### config.mk
export PLATFORM = sky130hd
export DESIGN_NAME = iff_chunk_scanner
export DESIGN_NICKNAME = d
export VERILOG_FILES = /design/src/rtl/ics_pkg.sv /design/src/rtl/ics_front.sv /design/src/rtl/ics_back.sv /design/src/rtl/iff_chunk_scanner.sv
export VERILOG_INCLUDE_DIRS = /design/src /design/src/rtl
export SDC_FILE = /design/constraint.sdc
export NUM_CORES = 1
export LEC_CHECK = 0
export BUFFER_PORTS_ARGS = -buffer_cell sky130_fd_sc_hd__buf_2
export CORE_ASPECT_RATIO = 1.75
export CORE_MARGIN = 2
export CORE_UTILIZATION = 50
export CTS_BUF_LIST = sky130_fd_sc_hd__clkbuf_4 sky130_fd_sc_hd__clkbuf_8 sky130_fd_sc_hd__clkbuf_16
export CTS_CLUSTER_SIZE = 24
export DETAILED_ROUTE_END_ITERATION = 8
export PLACE_DENSITY = 0.75
export SLEW_MARGIN = 15
export SYNTH_ARGS = -nofsm -noshare
export SYNTH_HDL_FRONTEND = slang
export SYNTH_SLANG_ARGS = --single-unit
### constraint.sdc
create_clock -name clk -period 11.7 [get_ports clk]
set_clock_uncertainty 0.15 [all_clocks]
set_input_delay 2.34 -clock clk [delete_from_list [all_inputs] [get_ports clk]]
set_output_delay 2.34 -clock clk [all_outputs]
set_load 0.005 [all_outputs]
### src/rtl/iff_chunk_scanner_macros.svh
// ----------------------------------------------------------------------------
// iff chunk scanner assertion macros
// shared assertion forms for the scanner modules, clocked on clk,
// disabled while arst_n is low
// ----------------------------------------------------------------------------
`ifndef IFF_CHUNK_SCANNER_MACROS_SVH
`define IFF_CHUNK_SCANNER_MACROS_SVH

// condition holds at every edge
`define ICS_ASSERT(label, cond, msg) \
	label: assert property (@(posedge clk) disable iff (!arst_n) (cond)) \
		else $error(msg);

// antecedent at one edge implies consequent at the next
`define ICS_ASSERT_NEXT(label, ante, cons, msg) \
	label: assert property (@(posedge clk) disable iff (!arst_n) (ante) |=> (cons)) \
		else $error(msg);

`endif

### src/rtl/ics_pkg.sv
// ----------------------------------------------------------------------------
// ics_pkg
// types and constants shared by the iff chunk scanner modules
// ----------------------------------------------------------------------------
`default_nettype none

package ics_pkg;

	localparam logic [31:0] ID_FORM = 32'h464F524D;
	localparam logic [31:0] ID_LIST = 32'h4C495354;
	localparam logic [31:0] ID_CAT  = 32'h43415420;

	localparam int HDR_LEN  = 8;
	localparam int TYPE_LEN = 4;

	localparam int CFG_IDX_W  = 3;
	localparam int CFG_DATA_W = 64;

	localparam logic [CFG_IDX_W-1:0] REG_STOP_TYPE  = 3'd0;
	localparam logic [CFG_IDX_W-1:0] REG_STOP_ID    = 3'd1;
	localparam logic [CFG_IDX_W-1:0] REG_PROP_COUNT = 3'd2;
	localparam logic [CFG_IDX_W-1:0] REG_SLOT0      = 3'd3;

	localparam int QDEPTH = 2;

	typedef enum logic [2:0] {
		EV_OK     = 3'd0,
		EV_PROP   = 3'd1,
		EV_STOP   = 3'd2,
		EV_NOTIFF = 3'd3,
		EV_EOF    = 3'd4,
		EV_LIST   = 3'd5,
		EV_IGN    = 3'd6
	} ics_event_t;

	typedef enum logic [2:0] {
		PH_FILE  = 3'd0,
		PH_CHUNK = 3'd1,
		PH_DATA  = 3'd2,
		PH_PAD   = 3'd3,
		PH_PEND  = 3'd4,
		PH_DONE  = 3'd5
	} ics_phase_t;

	typedef struct packed {
		logic       action;
		logic [7:0] file_byte;
	} ics_in_word_t;

	typedef struct packed {
		ics_event_t  event_res;
		logic [7:0]  prop_byte;
		logic [1:0]  prop_slot;
		logic        prop_last;
		logic        chunk_valid;
		logic [31:0] chunk_id;
		logic [31:0] chunk_size;
	} ics_out_word_t;

	typedef struct packed {
		logic       is_end;
		logic [7:0] data;
	} ics_entry_t;

	typedef struct packed {
		logic       valid;
		ics_entry_t entry;
	} ics_head_t;

endpackage

`default_nettype wire

### src/rtl/ics_front.sv
// ----------------------------------------------------------------------------
// ics_front
// accepts input words, sorts them into byte or end-of-stream entries and
// holds them in a short queue for the parser
// ----------------------------------------------------------------------------
`default_nettype none

module ics_front
	import ics_pkg::*;
(
	input  wire          clk,
	input  wire          arst_n,
	input  wire          in_valid,
	output logic         in_ready,
	input  ics_in_word_t in_word,
	output ics_head_t    head,
	input  wire          pop
);

	localparam int PTR_W = (QDEPTH > 1) ? $clog2(QDEPTH) : 1;
	localparam int CNT_W = $clog2(QDEPTH + 1);

	ics_entry_t             entry_q [QDEPTH];
	logic [PTR_W-1:0]       wr_ptr_q;
	logic [PTR_W-1:0]       rd_ptr_q;
	logic [CNT_W-1:0]       count_q;
	logic                   push;
	logic                   do_pop;
	ics_entry_t             new_entry;

	assign in_ready = (count_q != CNT_W'(QDEPTH));
	assign push     = in_valid && in_ready;
	assign do_pop   = pop && (count_q != '0);

	always_comb begin
		new_entry.is_end = in_word.action;
		new_entry.data   = in_word.action ? 8'd0 : in_word.file_byte;
	end

	assign head.valid = (count_q != '0);
	assign head.entry = entry_q[rd_ptr_q];

	always_ff @(posedge clk) begin
		if (push) begin
			entry_q[wr_ptr_q] <= new_entry;
		end
	end

	always_ff @(posedge clk or negedge arst_n) begin
		if (!arst_n) begin
			wr_ptr_q <= '0;
			rd_ptr_q <= '0;
			count_q  <= '0;
		end else begin
			if (push) begin
				wr_ptr_q <= (wr_ptr_q == PTR_W'(QDEPTH - 1)) ? '0 : wr_ptr_q + 1'b1;
			end
			if (do_pop) begin
				rd_ptr_q <= (rd_ptr_q == PTR_W'(QDEPTH - 1)) ? '0 : rd_ptr_q + 1'b1;
			end
			case ({push, do_pop})
				2'b10:   count_q <= count_q + 1'b1;
				2'b01:   count_q <= count_q - 1'b1;
				default: count_q <= count_q;
			endcase
		end
	end

`include "iff_chunk_scanner_macros.svh"

	`ICS_ASSERT(a_count_bound, count_q <= CNT_W'(QDEPTH), "queue count above depth")
	`ICS_ASSERT_NEXT(a_full_holds, (count_q == CNT_W'(QDEPTH)) && !pop, count_q == CNT_W'(QDEPTH), "full queue lost an entry")
	`ICS_ASSERT_NEXT(a_empty_holds, (count_q == '0) && !in_valid, count_q == '0, "empty queue gained an entry")

endmodule

`default_nettype wire

### src/rtl/ics_back.sv
// ----------------------------------------------------------------------------
// ics_back
// iff header and chunk parser: takes queue entries one per cycle while the
// output register is empty or out_ready is high, keeps the configuration
// registers and drives the registered result word
`default_nettype none

module ics_back
	import ics_pkg::*;
#(
	parameter int PROP_SLOTS = 4
) (
	input  wire                   clk,
	input  wire                   arst_n,
	input  ics_head_t             head,
	output logic                  pop,
	output logic                  out_valid,
	input  wire                   out_ready,
	output ics_out_word_t         out_word,
	input  wire                   cfg_we,
	input  wire [CFG_IDX_W-1:0]   cfg_index,
	input  wire [CFG_DATA_W-1:0]  cfg_data
);

	logic [31:0]      stop_type_q;
	logic [31:0]      stop_id_q;
	logic [2:0]       prop_count_q;
	logic [63:0]      slot_q [PROP_SLOTS];

	ics_phase_t       phase_q, phase_d;
	logic [3:0]       header_pos_q, header_pos_d;
	logic [31:0]      header_word_q, header_word_d;
	logic [31:0]      form_kind_q, form_kind_d;
	logic [31:0]      current_id_q, current_id_d;
	logic [31:0]      current_size_q, current_size_d;
	logic [31:0]      bytes_left_q, bytes_left_d;
	logic [1:0]       hit_slot_q, hit_slot_d;
	logic             hit_prop_q, hit_prop_d;
	logic             hit_stop_q, hit_stop_d;
	logic             chunk_held_q, chunk_held_d;

	logic             out_valid_q;
	ics_out_word_t    out_q;
	ics_out_word_t    res;
	logic             found;
	logic [1:0]       found_slot;

	assign pop       = head.valid && (!out_valid_q || out_ready);
	assign out_valid = out_valid_q;
	assign out_word  = out_q;

	always_ff @(posedge clk or negedge arst_n) begin
		if (!arst_n) begin
			stop_type_q  <= '0;
			stop_id_q    <= '0;
			prop_count_q <= '0;
			for (int i = 0; i < PROP_SLOTS; i++) begin
				slot_q[i] <= '0;
			end
		end else if (cfg_we) begin
			if (cfg_index == REG_STOP_TYPE) begin
				stop_type_q <= cfg_data[31:0];
			end
			if (cfg_index == REG_STOP_ID) begin
				stop_id_q <= cfg_data[31:0];
			end
			if (cfg_index == REG_PROP_COUNT) begin
				prop_count_q <= cfg_data[2:0];
			end
			for (int i = 0; i < PROP_SLOTS; i++) begin
				if (cfg_index == REG_SLOT0 + CFG_IDX_W'(i)) begin
					slot_q[i] <= cfg_data;
				end
			end
		end
	end

	// first slot in use whose form type and id match
	always_comb begin
		found      = 1'b0;
		found_slot = 2'd0;
		for (int i = 0; i < PROP_SLOTS; i++) begin
			if (!found && (3'(i) < prop_count_q) &&
			    (slot_q[i][63:32] == form_kind_q) &&
			    (slot_q[i][31:0] == current_id_q)) begin
				found      = 1'b1;
				found_slot = 2'(i);
			end
		end
	end

	always_comb begin
		phase_d        = phase_q;
		header_pos_d   = header_pos_q;
		header_word_d  = header_word_q;
		form_kind_d    = form_kind_q;
		current_id_d   = current_id_q;
		current_size_d = current_size_q;
		bytes_left_d   = bytes_left_q;
		hit_slot_d     = hit_slot_q;
		hit_prop_d     = hit_prop_q;
		hit_stop_d     = hit_stop_q;
		chunk_held_d   = chunk_held_q;
		res            = '0;
		res.event_res  = EV_OK;

		if (phase_q == PH_DONE) begin
			res.event_res = EV_IGN;
		end else if (phase_q == PH_PEND) begin
			res.event_res = EV_STOP;
			phase_d       = PH_DONE;
		end else if (head.entry.is_end) begin
			res.event_res = EV_EOF;
			phase_d       = PH_DONE;
			chunk_held_d  = 1'b0;
		end else begin
			unique case (phase_q)
				PH_FILE: begin
					header_word_d = {header_word_q[23:0], head.entry.data};
					if (header_pos_q == 4'd3) begin
						current_id_d = header_word_d;
					end else if (header_pos_q == 4'(HDR_LEN - 1)) begin
						if (current_id_q == ID_LIST || current_id_q == ID_CAT) begin
							res.event_res = EV_LIST;
							phase_d       = PH_DONE;
							chunk_held_d  = 1'b0;
						end else if (current_id_q != ID_FORM) begin
							res.event_res = EV_NOTIFF;
							phase_d       = PH_DONE;
							chunk_held_d  = 1'b0;
						end
						current_id_d = '0;
					end else if (header_pos_q == 4'(HDR_LEN + TYPE_LEN - 1)) begin
						form_kind_d = header_word_d;
						phase_d     = PH_CHUNK;
					end
					header_pos_d = (phase_d == PH_CHUNK) ? 4'd0 : header_pos_q + 4'd1;
				end
				PH_CHUNK: begin
					if (header_pos_q == 4'd0) begin
						chunk_held_d = 1'b0;
					end
					header_word_d = {header_word_q[23:0], head.entry.data};
					if (header_pos_q == 4'd3) begin
						current_id_d = header_word_d;
					end
					if (header_pos_q == 4'(HDR_LEN - 1)) begin
						current_size_d = header_word_d;
						chunk_held_d   = 1'b1;
						hit_prop_d     = found;
						hit_slot_d     = found_slot;
						hit_stop_d     = (stop_type_q == form_kind_q) &&
						                 (stop_id_q == current_id_q);
						bytes_left_d   = header_word_d;
						header_pos_d   = 4'd0;
						if (hit_stop_d && (!found || header_word_d == '0)) begin
							res.event_res = EV_STOP;
							phase_d       = PH_DONE;
						end else if (header_word_d == '0) begin
							phase_d = PH_CHUNK;
						end else begin
							phase_d = PH_DATA;
						end
					end else begin
						header_pos_d = header_pos_q + 4'd1;
					end
				end
				PH_DATA: begin
					if (hit_prop_q) begin
						res.event_res = EV_PROP;
						res.prop_byte = head.entry.data;
						res.prop_slot = hit_slot_q;
						res.prop_last = (bytes_left_q == 32'd1);
					end
					bytes_left_d = bytes_left_q - 32'd1;
					if (bytes_left_q == 32'd1) begin
						if (hit_stop_q) begin
							phase_d = PH_PEND;
						end else if (current_size_q[0]) begin
							phase_d = PH_PAD;
						end else begin
							phase_d = PH_CHUNK;
						end
					end
				end
				PH_PAD: begin
					phase_d = PH_CHUNK;
				end
				default: begin
					phase_d = phase_q;
				end
			endcase
		end

		res.chunk_valid = chunk_held_d;
		res.chunk_id    = chunk_held_d ? current_id_d : 32'd0;
		res.chunk_size  = chunk_held_d ? current_size_d : 32'd0;
	end

	always_ff @(posedge clk or negedge arst_n) begin
		if (!arst_n) begin
			phase_q        <= PH_FILE;
			header_pos_q   <= '0;
			header_word_q  <= '0;
			form_kind_q    <= '0;
			current_id_q   <= '0;
			current_size_q <= '0;
			bytes_left_q   <= '0;
			hit_slot_q     <= '0;
			hit_prop_q     <= 1'b0;
			hit_stop_q     <= 1'b0;
			chunk_held_q   <= 1'b0;
		end else if (pop) begin
			phase_q        <= phase_d;
			header_pos_q   <= header_pos_d;
			header_word_q  <= header_word_d;
			form_kind_q    <= form_kind_d;
			current_id_q   <= current_id_d;
			current_size_q <= current_size_d;
			bytes_left_q   <= bytes_left_d;
			hit_slot_q     <= hit_slot_d;
			hit_prop_q     <= hit_prop_d;
			hit_stop_q     <= hit_stop_d;
			chunk_held_q   <= chunk_held_d;
		end
	end

	always_ff @(posedge clk or negedge arst_n) begin
		if (!arst_n) begin
			out_valid_q <= 1'b0;
		end else if (pop) begin
			out_valid_q <= 1'b1;
		end else if (out_ready) begin
			out_valid_q <= 1'b0;
		end
	end

	always_ff @(posedge clk) begin
		if (pop) begin
			out_q <= res;
		end
	end

`include "iff_chunk_scanner_macros.svh"

	`ICS_ASSERT_NEXT(a_done_sticks, phase_q == PH_DONE, phase_q == PH_DONE, "parser left finished phase")
	`ICS_ASSERT(a_data_left, (phase_q != PH_DATA) || (bytes_left_q != '0), "data phase with no bytes left")
	`ICS_ASSERT(a_prop_in_chunk, !(out_valid_q && out_q.event_res == EV_PROP) || out_q.chunk_valid, "property byte outside a chunk")

endmodule

`default_nettype wire

### src/rtl/iff_chunk_scanner.sv
// ----------------------------------------------------------------------------
// iff_chunk_scanner
// walks an iff file byte by byte and emits the data of selected chunks
// ----------------------------------------------------------------------------
// in_word carries one file byte, or an end-of-stream mark when action is set;
// every accepted word yields exactly one out_word with an event code, the
// property byte with its slot and last mark, and the current chunk header.
// configuration is written through cfg_we/cfg_index/cfg_data while idle:
// stop type and id, the number of property slots in use and the slots.
// an accepted word waits in the queue, is parsed once it is at the head and
// the output register is free, and its result is then held in that register.
// throughput is one word per cycle while out_ready keeps the output register
// free; the parser updates its header and byte counters once per word.
// a two-entry queue separates the input from the parser; when out_ready is
// low the output register holds, the queue fills and in_ready drops once it
// holds two words.
// reset empties the queue, drops out_valid, clears the configuration and puts
// the parser back at the start of the file header.
// after a stop, an error, a list or cat header or end of stream every
// further word yields the ignored code until reset.
// ----------------------------------------------------------------------------
`default_nettype none

module iff_chunk_scanner
	import ics_pkg::*;
#(
	parameter int PROP_SLOTS = 4
) (
	input  wire                   clk,
	input  wire                   arst_n,
	input  wire                   in_valid,
	output logic                  in_ready,
	input  ics_in_word_t          in_word,
	output logic                  out_valid,
	input  wire                   out_ready,
	output ics_out_word_t         out_word,
	input  wire                   cfg_we,
	input  wire [CFG_IDX_W-1:0]   cfg_index,
	input  wire [CFG_DATA_W-1:0]  cfg_data
);

	ics_head_t head;
	logic      pop;

	ics_front u_front (
		.clk      (clk),
		.arst_n   (arst_n),
		.in_valid (in_valid),
		.in_ready (in_ready),
		.in_word  (in_word),
		.head     (head),
		.pop      (pop)
	);

	ics_back #(
		.PROP_SLOTS (PROP_SLOTS)
	) u_back (
		.clk       (clk),
		.arst_n    (arst_n),
		.head      (head),
		.pop       (pop),
		.out_valid (out_valid),
		.out_ready (out_ready),
		.out_word  (out_word),
		.cfg_we    (cfg_we),
		.cfg_index (cfg_index),
		.cfg_data  (cfg_data)
	);

endmodule

`default_nettype wire
### Word-level counts from Yosys, hierarchy flattened

Memories as Yosys holds them, arrays and structs flattened.
Index checks and enable logic that the tools add are counted.

* bitwise logic cells: 7
* magnitude comparators: 4
* add/subtract/negate cells: 6
* equality and inequality tests: 35
* reductions and logical operators: 51
* multiplexer cells: 70

Operators with widths (number)
* $mux 32: 12
* $eq 32x32->1: 10
* $pmux 32 s2: 2
* $eq 32x31->1 const B: 2
* $mux 3: 21
* $eq 32x1->1 const B: 1
* $logic_not 32->1: 1
* $ne 32x31->1 const B: 1
* $sub 32x1->32 const B: 1
* $mux 1: 20
* $logic_and 1x1->1: 16
* $eq 3x3->1 const B: 5
* $reduce_and 5->1: 3
* $reduce_and 2->1: 7
* $eq 3x2->1 const B: 4
* $mux 12: 1
* $mux 2: 6
* $pmux 3 s4: 1
* $reduce_and 6->1: 2
* $reduce_bool 2->1: 5
* $eq 3x1->1 const B: 3
* $pmux 3 s3: 1
* $mux 4: 2
* $mux 8: 1
* 27 further kinds: 45

* register bits after elaboration: 571
* word-level logic and storage cells: 205
* bits in writable memories: 18
* memories: 1
* output and inout bits: 81
* input port bits: 81

Memories
* u_front.entry_q: depth 2, bits a word 9, read ports 1, clocked after Yosys merged registers in 0, wr ports 1, RTL line ics_front.sv:23 `ics_entry_t entry_q [QDEPTH];`

### Longest topological paths before layout

* depth after elaboration: 27
* depth in mapped cells: 10
* mapped depth without buffers: 9

### By module

A second synthesis with hierarchy kept.

* cell total of the unflattened synthesis: 2486
* area total of the unflattened synthesis: 28444.8 um^2

By module, submodules not included
* ics_back: sequential area each 14584.0 um^2, cells each 2433, area each 27552.7 um^2, times used 1
* ics_front: sequential area each 640.6 um^2, cells each 53, area each 892.1 um^2, times used 1

### Least setup slack after synthesis

No wires, ideal clock.

* kind: input to register
* from: input out_ready
* to: register u_back.header_word_q[12]
* slack: 5.806 ns
* cell stages on the path: 6
* arrival: 5.619 ns
* buffers on the path: 1
* cell sequence: nand2b_1 > nand2_1 > inv_1 > nand3_1 > buf_2 > mux2_2

* cells in the longest elaborated chain, start to end: 3

Ends and longest elaborated chain
* start, declared: RTL line iff_chunk_scanner.sv:35 `input wire out_ready,`
* $logic_or 1x1->1: RTL line ics_back.sv:48 `assign pop = head.valid && (!out_valid_q || out_ready);`
* $logic_and 1x1->1: RTL line ics_back.sv:48
* net pop: RTL line iff_chunk_scanner.sv:43 `logic pop;`
* $reduce_and 5->1 (no line)
* end signal, assigned: RTL line ics_back.sv:216 `header_word_q <= header_word_d;`
* end, declared: RTL line ics_back.sv:32 `logic [31:0] header_word_q, header_word_d;`

The timed path passes the listed nets, and every way through them passes these cells.
A chain may end at the register's enable or synchronous reset.

### Final worst setup path

* from: input out_ready
* to: register u_back.current_size_q[22]

* cells in the longest elaborated chain, start to end: 2

Ends and longest elaborated chain
* $logic_or 1x1->1: RTL line ics_back.sv:48
* $logic_and 1x1->1: RTL line ics_back.sv:48
* net pop: RTL line iff_chunk_scanner.sv:43
* end signal, assigned: RTL line ics_back.sv:219 `current_size_q <= current_size_d;`
* end, declared: RTL line ics_back.sv:35 `logic [31:0] current_size_q, current_size_d;`

The timed path passes the listed nets, and every way through them passes these cells.

==> impl_metrics.yaml <==
timing:
  rsz0062_at_grt: "false"
  min_period_over_period_pct: 43.4
  hold_violations: 0
  setup-tns-final_ps: 0
  max_freq_mhz: 197
  setup_slack_ps: 6630
  min_period_ps: 5070
  finalMaxSlewViolations: 0
  tightest_slew_ps: 1280
  setup_viol: 0
  relSlewSlack_pct: 13.6
final_layout:
  nets: 2641
  drive_above_1_share_pct: 27.1
  layout_common_cells: "dfrtp_1 (492), mux2_2 (358), xor2_1 (213)"
  final_common_cell: "dfrtp_1"
  final_cells: 3370
  syn_to_final_growth_pct: 12.0
cts:
  cts_resized: 0
  htree_levels: 2
  cts.hold.buffers_added: 0
  clk_latency_ps: 620
  cts.sinks: 589
  numCtsBuffers: 55
  clk_path_buf_depth: 3
  cts_setup_buffers: 0
  clk_pin_slew_ps: 60
  clockRootBuffer: "clkbuf_16"
  cts_tree: "built"
die:
  dieArea_um2: 59500
  core_area_um2: 57000
  die_w_um: 185
  rows: 116
  start_util_pct: 50.4
  ioPinCount: 162
  die_h_um: 321
critical_path:
  crit_arrival_ps: 5420
  r2r.worst_path.cells: 6
  rr_startpoint: "u_back.current_id_q[27]"
  crit_type: "in2reg"
  required_ps: 12040
  critPathLaunchType: "input port"
  rr_endpoint: "u_back.out_word[77]"
  worstSetupEndpointType: "flip-flop"
  cp_max_fo: 49
  r2r_slack_ps: 7400
power:
  power.switching_mw: 2.44
  clkPwrFrac_pct: 29.1
  internal-power_mw: 4.42
  p_comb_share_pct: 25.6
  vdd_drop_max_uv: 133
  p_leak_nw: 13.9
  pwr-share-seq_pct: 45.3
  p_per_area_nw_per_um2: 213
  p_sw_share_pct: 35.6
synth:
  syn_inst: 2463
  yosysWarnings: 0
  synth-main-ff-cell: "dfrtp_1"
  synth_top_cell_by_area: "dfrtp_1"
  synth-seq-area-share_pct: 53.0
  syn-cell-area_um2: 28700
  synth_async_sr_flop_share_pct: 83.5
  synth_top_area_share_pct: 42.8
  synth_nets: 2549
  synth_edf_count: 97
  synth.avg_cell_area_um2: 11.7
  synth_cell_types: 70
  synth-seq-cells: 589
  ys_top_cells_by_area: "dfrtp_1 (43%), mux2_2 (14%), edfxtp_1 (10%), xor2_1 (6.5%), nor4_1 (2.5%)"
global_route:
  antenna_found_initial: 3
  use_met2_pct: 63.1
  grt_pass1_wl_um: 155000
  grt_pass1_vias: 21600
  overflow: 0
  busiest_layer: "met2"
  grtUsageMet3_pct: 4.65
  grtUsageTotal_pct: 37.5
  grt_max_degree: 77
  gr-usage-met1_pct: 40.6
outcome:
  outcome: "finished clean"
route:
  routed_wl_um: 110000
  drt_iter0_drc: 1686
  ant_nets: 0
  drc: 0
  wire_per_inst_um: 32.6
  vias: 21200
  via_per_inst: 6.28
  first_pass_iters: 6
job:
  cap_violations: 0
placed_design:
  numPlacedInstances: 3265
  io_buffer_count: 161
  routabilityCongestion: 1.03
  dpl.hpwl_um: 81000
  pre_cts_ws_ps: 6070
worst_hold_path:
  min_from: "u_front.count_q[1]"
  min_path_type: "reg2reg"
  min_to: "u_front.count_q[1]"
  holdPathStages: 1
-- layer usage --
metal	up-vias	wire (µm)
met4	0	12600
li1	9014	-
met3	392	5560
met5	-	0
met1	10800	37700
met2	1008	53900
-- synthesized netlist by cell type (7+ instances only) --
| master | instances |
|---|---|
| dfrtp_1 | 492 |
| mux2_2 | 358 |
| xor2_1 | 213 |
| nand2_1 | 145 |
| clkbuf_1 | 129 |
| nor4_1 | 116 |
| nor2_1 | 104 |
| edfxtp_1 | 97 |
| o21ai_0 | 69 |
| nor2b_1 | 66 |
| nand4_1 | 62 |
| xnor2_1 | 62 |
| a21oi_1 | 56 |
| nand2b_1 | 55 |
| nor3_1 | 40 |
| nand3_1 | 36 |
| inv_1 | 35 |
| a22oi_1 | 31 |
| a22o_1 | 29 |
| buf_2 | 27 |
| mux2_1 | 26 |
| o21ai_1 | 14 |
| nor4b_1 | 12 |
| a2111oi_0 | 10 |
| a21oi_2 | 10 |
| mux2i_1 | 10 |
| a211oi_1 | 9 |
| o22ai_1 | 9 |
| a2bb2oi_1 | 8 |
| nor2_2 | 8 |
| o2111ai_1 | 7 |
| or3_1 | 7 |
| or4_1 | 7 |
-- per-stage QoR --
stage / hold slack, ps / util, % / area (µm²) / total power, mW
after floorplan: 300 / - / 28700 / 3.95
after global placement: 319 / 52.9 / 30200 / 4.82
after detailed placement: 329 / 52.9 / 30200 / 4.85
after CTS: 344 / 56.4 / 32200 / 6.84
after global routing: 365 / 56.4 / 32200 / 7.10
final: 340 / 56.4 / 32200 / 6.86
-- critical path: stages --
cell and delay [ps]:
buf_2 100, nand2b_1 170, nand2_1 270, clkinv_2 590, buf_4 540, nand2_1 510
buf_4 420, mux2_2 390
-- power by group through the flow --
stage | Sequential, mW | Clock, mW | Combinational, mW
6_report | 3.11 | 2.00 | 1.76
5_1_grt | 3.14 | 2.10 | 1.86
4_1_cts | 3.09 | 2.01 | 1.74
3_5_place_dp | 3.12 | 0 | 1.73
3_3_place_gp | 3.10 | 0 | 1.71
2_1_floorplan | 2.80 | 0 | 1.15
-- cell type report --
cell class / instances / area (µm²)
flip-flops and latches: 589 / 15200
clock inverters: 21 / 335
diodes: 3 / 7.51
fillers: 4841 / 24900
well taps: 767 / 960
clock buffers: 81 / 1680
repair buffers: 208 / 1170
multi-input cells: 1665 / 12700
inverters: 36 / 136
-- how the worst max path moves through the flow --
stage	depth (start not counted)	to	slack, ps	start
3_5_place_dp	8	u_back.current_size_q[18]	6070	out_ready
5_1_grt	8	u_back.current_size_q[22]	6450	out_ready
6_report	8	u_back.current_size_q[22]	6630	out_ready
2_1_floorplan	6	u_back.header_word_q[12]	5810	out_ready
3_3_place_gp	8	u_back.current_size_q[8]	6210	out_ready
4_1_cts	8	u_back.current_size_q[22]	6710	out_ready
-- registers in the layout, indices dropped and copies added, names as in the netlist --
name / count
u_back.header_word_q: 24
u_back.header_pos_q: 4
u_back.bytes_left_q: 32
u_back.current_size_q: 32
u_back.current_id_q: 32
u_back.chunk_held_q: 1
u_back.slot_q: 256
u_back.hit_stop_q: 1
u_back.stop_type_q: 32
u_front.wr_ptr_q: 1
u_back.out_valid: 1
u_back.out_word: 79
u_front.entry_q: 18
u_back.hit_slot_q: 2
u_back.prop_count_q: 3
u_back.form_kind_q: 32
u_front.rd_ptr_q: 1
u_front.count_q: 2
u_back.stop_id_q: 32
u_back.phase_q: 3
u_back.hit_prop_q: 1
-- cell families after synthesis --
kind of cell	share of synthesized area, %
buffers and inverters	3.07
XOR/XNOR	8.38
AND/OR/NAND/NOR	13.2
multiplexers	15.4
adder cells (fa/ha/maj)	0.218
AO/OA/AOI/OAI	6.67
flip-flops	53.0
No activity file was read; power rests on OpenSTA's default activity.
